===== src/rtl/wscl_pkg.sv =====
// ----------------------------------------------------------------------------
// wscl_pkg
// Shared types and constants for the work/stop cycler with LED blink.
// ----------------------------------------------------------------------------
package wscl_pkg;

  localparam int unsigned SecW     = 12;
  localparam int unsigned MsW      = 16;
  localparam int unsigned NumLeds  = 3;
  localparam int unsigned MaskW    = 5;
  localparam int unsigned CfgDataW = 16;
  localparam int unsigned CfgIdxW  = 2;

  localparam logic [SecW-1:0] SecondsMin   = 12'd1;
  localparam logic [SecW-1:0] SecondsMax   = 12'd3600;
  localparam logic [SecW-1:0] ResetSeconds = 12'd30;
  localparam logic [MsW-1:0]  ResetBlinkMs = 16'd200;

  localparam int unsigned MaskUltraBit  = 3;
  localparam int unsigned MaskBuzzerBit = 4;

  typedef enum logic [CfgIdxW-1:0] {
    REG_WORK_SECONDS  = 2'd0,
    REG_STOP_SECONDS  = 2'd1,
    REG_BLINK_PERIOD  = 2'd2,
    REG_CHANNEL_MASK  = 2'd3
  } reg_idx_e;

  typedef enum logic {
    OP_SECOND_TICK = 1'b0,
    OP_MILLI_TICK  = 1'b1
  } op_e;

  typedef struct packed {
    logic               work_phase;
    logic [SecW-1:0]    elapsed_seconds;
    logic [NumLeds-1:0] led_lit;
    logic               ultrasonic_on;
    logic               buzzer_on;
  } result_t;

endpackage


===== src/rtl/work_stop_cycler_with_led_blink.sv =====
// ----------------------------------------------------------------------------
// work_stop_cycler_with_led_blink
// Alternating work/stop phase timer with LED blink and channel flags.
// ----------------------------------------------------------------------------
// One tick item is taken per cycle while not stalled; the phase, counter,
// blink and flag state is updated in the cycle the item is accepted by a
// single compare-and-update step. An output register plus one skid register
// let a new item enter while a result waits, so the rate is one item per
// cycle while the result side takes items; a result stall parks one item in
// the skid register and holds the input until it drains. Configuration
// writes take effect at the edge they are written and must only happen while
// no item is in flight.
module work_stop_cycler_with_led_blink (
  input  logic                           clk_i,
  input  logic                           rst_ni,

  input  logic                           cfg_we_i,
  input  logic [wscl_pkg::CfgIdxW-1:0]   cfg_index_i,
  input  logic [wscl_pkg::CfgDataW-1:0]  cfg_data_i,

  input  logic                           in_valid_i,
  output logic                           in_stall_o,
  input  logic                           operation_i,
  input  logic [wscl_pkg::MsW-1:0]       delta_millis_i,

  output logic                           out_valid_o,
  input  logic                           out_stall_i,
  output logic                           work_phase_o,
  output logic [wscl_pkg::SecW-1:0]      elapsed_seconds_o,
  output logic [wscl_pkg::NumLeds-1:0]   led_lit_o,
  output logic                           ultrasonic_on_o,
  output logic                           buzzer_on_o
);

  // configuration
  logic [wscl_pkg::SecW-1:0]  work_sec_q;
  logic [wscl_pkg::SecW-1:0]  stop_sec_q;
  logic [wscl_pkg::MsW-1:0]   blink_ms_q;
  logic [wscl_pkg::MaskW-1:0] mask_q;
  logic [wscl_pkg::SecW-1:0]  cfg_sec_clamped;

  // block state
  logic                         phase_q, phase_d;
  logic [wscl_pkg::SecW-1:0]    cnt_q, cnt_d;
  logic [wscl_pkg::MsW-1:0]     acc_q, acc_d;
  logic [wscl_pkg::NumLeds-1:0] led_q, led_d;
  logic                         ultra_q, ultra_d;
  logic                         buzz_q, buzz_d;

  // output side
  wscl_pkg::result_t out_q, skid_q, res;
  logic              out_valid_q, skid_valid_q;

  logic                         accept;
  logic                         out_free;
  logic [wscl_pkg::SecW-1:0]    limit;
  logic [wscl_pkg::SecW-1:0]    cnt_inc;
  logic [wscl_pkg::MsW:0]       acc_sum;
  logic [wscl_pkg::NumLeds-1:0] led_en;

  assign in_stall_o = skid_valid_q;
  assign accept     = in_valid_i && !skid_valid_q;
  assign out_free   = !out_valid_q || !out_stall_i;

  always_comb begin
    cfg_sec_clamped = cfg_data_i[wscl_pkg::SecW-1:0];
    if (cfg_sec_clamped < wscl_pkg::SecondsMin) begin
      cfg_sec_clamped = wscl_pkg::SecondsMin;
    end else if (cfg_sec_clamped > wscl_pkg::SecondsMax) begin
      cfg_sec_clamped = wscl_pkg::SecondsMax;
    end
  end

  always_ff @(posedge clk_i or negedge rst_ni) begin
    if (!rst_ni) begin
      work_sec_q <= wscl_pkg::ResetSeconds;
      stop_sec_q <= wscl_pkg::ResetSeconds;
      blink_ms_q <= wscl_pkg::ResetBlinkMs;
      mask_q     <= '0;
    end else if (cfg_we_i) begin
      case (wscl_pkg::reg_idx_e'(cfg_index_i))
        wscl_pkg::REG_WORK_SECONDS: work_sec_q <= cfg_sec_clamped;
        wscl_pkg::REG_STOP_SECONDS: stop_sec_q <= cfg_sec_clamped;
        wscl_pkg::REG_BLINK_PERIOD: blink_ms_q <= cfg_data_i[wscl_pkg::MsW-1:0];
        wscl_pkg::REG_CHANNEL_MASK: mask_q     <= cfg_data_i[wscl_pkg::MaskW-1:0];
        default: ;
      endcase
    end
  end

  assign limit   = phase_q ? work_sec_q : stop_sec_q;
  assign cnt_inc = cnt_q + wscl_pkg::SecW'(1);
  assign acc_sum = {1'b0, acc_q} + {1'b0, delta_millis_i};
  assign led_en  = mask_q[wscl_pkg::NumLeds-1:0];

  always_comb begin
    phase_d = phase_q;
    cnt_d   = cnt_q;
    acc_d   = acc_q;
    led_d   = led_q;
    ultra_d = ultra_q;
    buzz_d  = buzz_q;
    if (wscl_pkg::op_e'(operation_i) == wscl_pkg::OP_SECOND_TICK) begin
      cnt_d = cnt_inc;
      if (cnt_inc >= limit) begin
        phase_d = !phase_q;
        cnt_d   = '0;
      end
      ultra_d = phase_d && mask_q[wscl_pkg::MaskUltraBit];
      buzz_d  = phase_d && mask_q[wscl_pkg::MaskBuzzerBit];
    end else begin
      if (!phase_q || led_en == '0) begin
        led_d = '0;
        acc_d = '0;
      end else if (blink_ms_q == '0) begin
        led_d = led_en;
      end else if (acc_sum >= {1'b0, blink_ms_q}) begin
        // period reached, toggle enabled leds
        acc_d = '0;
        led_d = (led_q ^ led_en) & led_en;
      end else begin
        acc_d = acc_sum[wscl_pkg::MsW-1:0];
      end
    end
  end

  always_comb begin
    res.work_phase      = phase_d;
    res.elapsed_seconds = cnt_d;
    res.led_lit         = led_d;
    res.ultrasonic_on   = ultra_d;
    res.buzzer_on       = buzz_d;
  end

  always_ff @(posedge clk_i or negedge rst_ni) begin
    if (!rst_ni) begin
      phase_q <= 1'b0;
      cnt_q   <= '0;
      acc_q   <= '0;
      led_q   <= '0;
      ultra_q <= 1'b0;
      buzz_q  <= 1'b0;
    end else if (accept) begin
      phase_q <= phase_d;
      cnt_q   <= cnt_d;
      acc_q   <= acc_d;
      led_q   <= led_d;
      ultra_q <= ultra_d;
      buzz_q  <= buzz_d;
    end
  end

  always_ff @(posedge clk_i or negedge rst_ni) begin
    if (!rst_ni) begin
      out_valid_q  <= 1'b0;
      skid_valid_q <= 1'b0;
    end else if (out_free) begin
      if (skid_valid_q) begin
        out_valid_q  <= 1'b1;
        skid_valid_q <= 1'b0;
      end else begin
        out_valid_q <= accept;
      end
    end else if (accept) begin
      skid_valid_q <= 1'b1;
    end
  end

  always_ff @(posedge clk_i) begin
    if (out_free) begin
      if (skid_valid_q) begin
        out_q <= skid_q;
      end else if (accept) begin
        out_q <= res;
      end
    end else if (accept) begin
      skid_q <= res;
    end
  end

  assign out_valid_o       = out_valid_q;
  assign work_phase_o      = out_q.work_phase;
  assign elapsed_seconds_o = out_q.elapsed_seconds;
  assign led_lit_o         = out_q.led_lit;
  assign ultrasonic_on_o   = out_q.ultrasonic_on;
  assign buzzer_on_o       = out_q.buzzer_on;

  a_skid_behind_out: assert property (@(posedge clk_i) disable iff (!rst_ni)
    skid_valid_q |-> out_valid_q)
    else $error("skid holds an item while output is empty");

  a_skid_on_stall: assert property (@(posedge clk_i) disable iff (!rst_ni)
    (accept && !out_free) |=> skid_valid_q)
    else $error("accepted item lost while output stalled");

  a_cnt_below_limit: assert property (@(posedge clk_i) disable iff (!rst_ni)
    (accept && !operation_i && !cfg_we_i) |=>
      (cnt_q < (phase_q ? work_sec_q : stop_sec_q)))
    else $error("phase counter not below limit after second tick");

  a_leds_off_in_stop: assert property (@(posedge clk_i) disable iff (!rst_ni)
    (accept && operation_i && !phase_q) |=> (led_q == '0 && acc_q == '0))
    else $error("leds lit in stop phase after millisecond tick");

endmodule


===== config.mk =====
export PLATFORM = sky130hd
export DESIGN_NAME = work_stop_cycler_with_led_blink
export DESIGN_NICKNAME = d
export VERILOG_FILES = /design/src/rtl/wscl_pkg.sv /design/src/rtl/work_stop_cycler_with_led_blink.sv
export SDC_FILE = /design/constraint.sdc
export NUM_CORES = 1
export LEC_CHECK = 0
export BUFFER_PORTS_ARGS = -buffer_cell sky130_fd_sc_hd__buf_2
export CORE_UTILIZATION = 35
export DETAILED_ROUTE_END_ITERATION = 7
export PLACE_DENSITY = 0.53
export SYNTH_ARGS = -nofsm -noshare
export SYNTH_HDL_FRONTEND = slang
export SYNTH_SLANG_ARGS = --single-unit

===== constraint.sdc =====
create_clock -name clk_i -period 5.2 [get_ports clk_i]
set_input_delay 0.52 -clock clk_i [delete_from_list [all_inputs] [get_ports clk_i]]
set_output_delay 0.52 -clock clk_i [all_outputs]
set_load 0.02 [all_outputs]

Word-level counts from Yosys, hierarchy flattened
Cells that the tools add are included.
{"block": "totals", "reg_bits": 117, "word_cells": 78, "inputBits": 40, "output_inout_bits": 20}
{"block": "op_classes", "n_eq_ne": 4, "bitwise": 3, "n_lt_le_gt_ge": 4, "addsub": 2, "n_reduce_logical": 21, "muxes": 22}
{"operator": "12-bit two-way mux", "n": 5}
{"operator": "16-bit two-way mux", "n": 3}
{"operator": "18-bit two-way mux", "n": 2}
{"operator": "16-bit by 16-bit adder with 17-bit output", "n": 1}
{"operator": "17-bit by 16-bit greater-or-equal comparator with 1-bit output", "n": 1}
{"operator": "16-bit zero test", "n": 1}
{"operator": "12-bit by 1-bit adder with 12-bit output (second input constant)", "n": 1}
{"operator": "12-bit greater-or-equal comparator", "n": 1}
{"operator": "12-bit > comparator (second input constant)", "n": 1}
{"operator": "12-bit by 1-bit < comparator with 1-bit output (second input constant)", "n": 1}
{"operator": "3-bit two-way mux", "n": 4}
{"operator": "2-bit AND reduction", "n": 6}
{"operator": "1-bit two-way mux", "n": 8}
{"operator": "2-bit equality test (second input constant)", "n": 2}
{"operator": "1-bit zero test", "n": 4}
{"operator": "2-bit nonzero test", "n": 2}
{"operator": "3-bit AND", "n": 1}
{"operator": "1-bit logical AND", "n": 3}
{"operator": "3-bit zero test", "n": 1}
{"operator": "3-bit AND reduction", "n": 1}
{"operator": "3-bit XOR", "n": 1}
{"operator": "2-bit by 1-bit equality test with 1-bit output (second input constant)", "n": 1}
{"operator": "2-bit zero test", "n": 1}
{"operator": "1-bit logical OR", "n": 2}
{"operator": "2 further kinds", "n": 2}

Longest topological paths before layout
{"block": "logic_depth", "ltp_word": 8, "ltp_mapped": 19, "ltp_nobuf": 17}

Least setup slack after synthesis
No wires, ideal clock.
{"block": "synth_timing", "path_type": "input port to flip-flop", "start": "in delta_millis_i[5] (netlist name)", "end": "reg skid_q[3] (netlist name), data pin", "setup_time_ns": 0.275, "n_path_buf": 1, "required_time_ns": 4.925, "arrival_ns": 3.715, "setup_slack_ns": 1.210, "cell_stages": 16, "cell_sequence": "ha_1 > or3_4 > a21oi_2 > a211oi_1 > or2_1 > o31a_1 > xor2_1 > ha_1 > a21oi_1 > o21ai_0 > a2111oi_0 > nor2_1 > nor3_4 > buf_4 > mux2i_1 > o2bb2ai_1"}
{"block": "synth_via", "elab_chain_len": 6}
{"element": "from (decl)", "line_no": "work_stop_cycler_with_led_blink.sv:24", "rtl": "input logic [wscl_pkg::MsW-1:0] delta_millis_i,"}
{"element": "16-bit by 16-bit adder with 17-bit output", "line_no": "work_stop_cycler_with_led_blink.sv:93", "rtl": "assign acc_sum = {1'b0, acc_q} + {1'b0, delta_millis_i};"}
{"element": "17-bit by 16-bit greater-or-equal comparator with 1-bit output", "line_no": "work_stop_cycler_with_led_blink.sv:117", "rtl": "end else if (acc_sum >= {1'b0, blink_ms_q}) begin"}
{"element": "3-bit two-way mux", "line_no": "work_stop_cycler_with_led_blink.sv:117"}
{"element": "3-bit two-way mux", "line_no": "work_stop_cycler_with_led_blink.sv:115", "rtl": "end else if (blink_ms_q == '0) begin"}
{"element": "3-bit two-way mux", "line_no": "work_stop_cycler_with_led_blink.sv:112", "rtl": "if (!phase_q || led_en == '0) begin"}
{"element": "3-bit two-way mux", "line_no": "work_stop_cycler_with_led_blink.sv:103", "rtl": "if (wscl_pkg::op_e'(operation_i) == wscl_pkg::OP_SECOND_TICK) begin"}
{"element": "net led_d, one bit", "line_no": "work_stop_cycler_with_led_blink.sv:46", "rtl": "logic [wscl_pkg::NumLeds-1:0] led_q, led_d;"}
{"element": "to (signal assigned)", "line_no": "work_stop_cycler_with_led_blink.sv:177", "rtl": "skid_q <= res;"}
{"element": "to (decl)", "line_no": "work_stop_cycler_with_led_blink.sv:51", "rtl": "wscl_pkg::result_t out_q, skid_q, res;"}
The timed path passes the listed nets, and every way through them passes these cells.
A chain may end at the register's enable or synchronous reset.

Final worst setup path
{"block": "layout_timing", "start": "reg acc_q[0] (netlist name)", "end": "reg acc_q[11] (netlist name)"}
{"block": "layout_via", "elab_chain_len": 5}
{"element": "from (decl)", "line_no": "work_stop_cycler_with_led_blink.sv:45", "rtl": "logic [wscl_pkg::MsW-1:0] acc_q, acc_d;"}
{"element": "from (signal assigned)", "line_no": "work_stop_cycler_with_led_blink.sv:139", "rtl": "acc_q <= '0;"}
{"element": "from (signal assigned)", "line_no": "work_stop_cycler_with_led_blink.sv:146", "rtl": "acc_q <= acc_d;"}
{"element": "16-bit by 16-bit adder with 17-bit output *", "line_no": "work_stop_cycler_with_led_blink.sv:93"}
{"element": "17-bit by 16-bit greater-or-equal comparator with 1-bit output", "line_no": "work_stop_cycler_with_led_blink.sv:117"}
{"element": "16-bit two-way mux *", "line_no": "work_stop_cycler_with_led_blink.sv:117"}
{"element": "16-bit two-way mux *", "line_no": "work_stop_cycler_with_led_blink.sv:115"}
{"element": "16-bit two-way mux *", "line_no": "work_stop_cycler_with_led_blink.sv:112"}
Mark *: on every way between the ends. The rest lies on a longest branch, timed or not. The select of a mux whose other input is x is not followed.

==> results.md <==
- The number of max-capacitance violations reported is 0.
- The top metal layer carrying routed signals is met4.
- The half-perimeter wire length after detailed placement is 11,810 µm.
- The core outline area is 0.01896 mm².
- The slack of the worst reg-to-reg path is 0.55 ns.
- For this run, the top clock speed supported by timing is 215.2 MHz.
- In this run the tool buffered the top-level ports with 59 buffer cells.
- The number of search-and-repair iterations in the first detailed-routing pass is 5.
- The area of the die is 0.02018 mm².
- In this run, the number of DRC markers left after iteration 0 of detailed routing was 323.
- The number of nets in the synthesized netlist is 756.
- The die is 142.0 µm wide.
- The kind of end point of the critical path is a flop.
- TritonCTS built the clock tree.
- The clock passes through at most 2 buffers.
- The area share of fa/ha/maj cells after synthesis is 0.08494.
- The Yosys step of the flow raised 0 warnings.
- The count of pins on the block boundary is 60.
- The sequential power share is 0.333.
- Adding up every negative setup slack in the final design gives 0 ns.
- The synthesized design contains 36 enable-type register cells.
- The starting density of the core is 0.3621.
- Detailed routing placed a total of 7290 µm of wire on met2.
- The power density relative to cell area is 509.3 mW/mm².
- The worst min-delay path class is in2async.
- After synthesis, the largest family of logic cells by area is compound AO/OA/AOI/OAI gates.
- The first-pass GRT wire length is 26,400 µm.
- The mean area per synthesized cell is 10.24 µm².
- The post-route met1 wirelength is 8093 µm.
- The quantity of gates resized following cts is 0.
- Cell internal power was estimated by the tool at 2.590 mW.
- The top flip-flop cell by instance count after synthesis is dfrtp_1.
- After detailed placement, the total cell area comes to 0.007387 mm².
- Measured against the total synthesized area, the mux share comes to 0.07474.
- The flow ran to the end, and the final reports show no timing, DRC or antenna violations.
- The most common cell after layout, fill and taps aside is nand2_1.
- The leakage power of the design is 3.610 nW.
- The total number of H-tree levels is 4.
- Setup repair after global routing left no endpoint under its margin.
- The fraction of final layout cells with drive strength greater than 1 is 0.2117.
- Summing all multi-input logic gate instances after layout gives 0.003492 mm².
- In this run the tightest slew margin relative to its limit is 0.2865.
- The fraction of the mapped netlist area in compound gates came to 0.1734.
- Hold repair after CTS inserted 0 buffers.
- Measured along the y axis, the die boundary spans 142.0 µm.
- For the pin with the worst max-slew slack, the measured transition is 1.070 ns.
- The share of synthesized area in the top cell type comes to 0.2552.
- In the synthesized netlist, the number of instances is 670.
- The final period utilization is 0.8936.
- The maximum clock skew at final layout is 0.009579 ns.
- The final number of hold-violating endpoints is 0.
- The number of antenna violations at the first check in global routing is 0.
- The wire length per cell is 16.57 µm.
- Across all layers, the routed design uses 5,244 vias.
- The switching power of the nets is 1.484 mW.
- The clock net in this run drives a total of 117 sinks.
- After global routing the overflow that remains totals 0.
- The worst setup path category is reg2reg.
- The dominant cell type by area after synthesis is dfrtp_1.
- After detailed routing, the met3 layer carries 725 µm of wire.
- The area occupied by registers is 0.003122 mm².
- The synthesized flop and latch total is 117.
- Of the synthesized area, sequential elements account for 0.4548.
- Final hold analysis gives a worst-case slack of 0.2968 ns.
- The number of core rows is 50.
- The endpoint of the most critical register-to-register path is acc_q[11]$_DFFE_PN0P_.
- The tree is rooted in a clkbuf_16.
- With fillers left out, the area of the finished cells amounts to 0.008000 mm².
- Of the total power, the clock network draws 0.299.
- At the end of routability-driven placement, the weighted congestion stood at 0.8543.
- The cell area that synthesis handed to floorplanning was 0.006864 mm².
- Post-CTS timing repair inserted 0 buffers for setup.
- Of the total power, the share spent switching nets is 0.3643.
- In the post-synthesis netlist, the biggest area contributors are dfrtp_1, edfxtp_1, ha_1, mux2_2, nand2_1.
- Compared with the post-synthesis result, the final layout area differs by 16.55%.
- IR analysis of the VDD net gives a maximum drop of 0.2629 mV.
- The maximum number of pins on one net before global-route repair is 82.
- The shortest clock period the worst path allows after layout is 4.647 ns.
- The top cell types in the final layout, fill and taps aside, are nand2_1, dfrtp_1, buf_2.
- Of the total synthesized cell area, the portion taken by AND, OR, NAND and NOR gates is 0.1438.
- Measured in cells, the most critical reg-to-reg path has a length of 18.
- The via count of the first global-routing pass was 5,116.
- The number of pins with negative max-slew slack in the final report was 0.
- The number of inserted diodes is 0.
- The share of total power dissipated in combinational logic is 0.368.
- The filler cell count in the final layout is 1,833.
- The startpoint of the most critical register-to-register path is acc_q[0]$_DFFE_PN0P_.
- The maximum fanout along the worst path is 13.
- Using the TritonRoute via totals, the vias-per-cell ratio works out to 5.286.
- In the routed design, unresolved DRC markers number 0.
- The clock latency reported for the late side of the worst-skew pair is 0.42 ns.
- In the global route stage, overall resource usage came out at 0.1696.
- After clock tree synthesis, the clock-pin slew on the worst setup and hold paths is 0.06 ns.
- Once detail routing completed, the nets flagged for antenna violations numbered 0.
- The area share of xor/xnor cells in the synthesized design is 0.03190.
- The startpoint class of the critical path is a flop.
- The data arrival at the endpoint of the critical path is 5.00 ns.
- In the synthesized netlist the async set-or-reset flop fraction comes to 0.6923.
- TritonCTS created 17 clock buffers.
- The count of unique library cells instantiated by Yosys is 63.
- The net total in the final layout is 805.
- Setup violations remaining at the end of the flow were counted as 0.
- The final wirelength is 16,440 µm.
- For the worst setup path, the data required time is 5.55 ns.
worst max path at each step:
stage                       endpoint                  from  depth (start not counted)
6_report       acc_q[11]$_DFFE_PN0P_  acc_q[0]$_DFFE_PN0P_                         18
5_1_grt        acc_q[11]$_DFFE_PN0P_  acc_q[0]$_DFFE_PN0P_                         18
4_1_cts        acc_q[11]$_DFFE_PN0P_  acc_q[0]$_DFFE_PN0P_                         18
3_5_place_dp   acc_q[11]$_DFFE_PN0P_     delta_millis_i[0]                         19
3_3_place_gp   acc_q[13]$_DFFE_PN0P_     delta_millis_i[0]                         19
2_1_floorplan    skid_q[3]$_DFFE_PP_     delta_millis_i[5]                         16
cell type report:
class | count | share of cell area
Multi-Input combinational cell | 489 | 0.4365
Sequential cell | 117 | 0.3902
Clock buffer | 18 | 0.05490
Timing Repair Buffer | 64 | 0.04191
Tap cell | 260 | 0.04066
Clock inverter | 14 | 0.02174
Inverter | 30 | 0.01408
through the flow:
| step | setup WS (ns) | std cells | util | power (mW) |
|---|---|---|---|---|
| 2_1_floorplan | 1.210 | 670 | - | 2.489 |
| 3_3_place_gp | 0.5850 | 960 | 0.3897 | 2.814 |
| 3_5_place_dp | 0.3421 | 960 | 0.3897 | 2.863 |
| 4_1_cts | 0.5536 | 992 | 0.4220 | 4.099 |
| 5_1_grt | 0.1307 | 992 | 0.4220 | 4.346 |
| 6_report | 0.5533 | 992 | 0.4220 | 4.075 |
power by group through the flow:
stage	sequential (mW)	combinational, mW	clock, mW
after floorplan	1.32	1.17	0
final	1.36	1.50	1.22
after global placement	1.36	1.45	0
after CTS	1.36	1.50	1.24
after detailed placement	1.37	1.49	0
after global routing	1.39	1.68	1.28
sequential cells by signal, summed over array words and instances, names as in the netlist, 3 cells and up:
name	flops
skid_q	18
acc_q	16
blink_ms_q	16
cnt_q	12
elapsed_seconds_o	12
stop_sec_q	12
work_sec_q	12
mask_q	5
led_lit_o	3
led_q	3
routing by layer:
| metal | global-route usage | up-vias |
|---|---|---|
| li1 | - | 2557 |
| met1 | 0.2348 | 2508 |
| met2 | 0.2606 | 149 |
| met3 | 0.03499 | 30 |
| met4 | 0.06282 | 0 |
| met5 | 0 | - |
critical path, cell delays in order (launching register included):
cell and delay, ns:
dfrtp_1 0.36, ha_1 0.17, inv_1 0.06, fa_1 0.39, nor2b_1 0.20, o21ai_0 0.21
a211oi_1 0.34, or2_1 0.19, o31a_1 0.13, xor2_1 0.21, ha_1 0.28, a21oi_1 0.11
o21ai_0 0.13, a2111oi_0 0.43, nor2_1 0.18, nor3_4 0.48, buf_4 0.30, and2_1 0.25
a22o_1 0.17
synth_stat cells (all sizes together) (16+ instances only):
library cell,number
a21oi,25
a22o,17
clkbuf,27
dfrtp,70
edfxtp,36
ha,45
inv,30
mux2,34
nand2,89
nand3,21
nor2,29
o21ai,47
xnor2,16
kinds of logic (layout without fill, tap and decap cells):
group | after synthesis | count (layout)
AND/OR/NAND/NOR | 203 | 203
AO/OA/AOI/OAI | 168 | 168
flip-flops | 117 | 117
buffers and inverters | 64 | 126
multiplexers | 47 | 47
adder cells (fa/ha/maj) | 46 | 46
XOR/XNOR | 25 | 25
(Power assumes the default switching activity.)
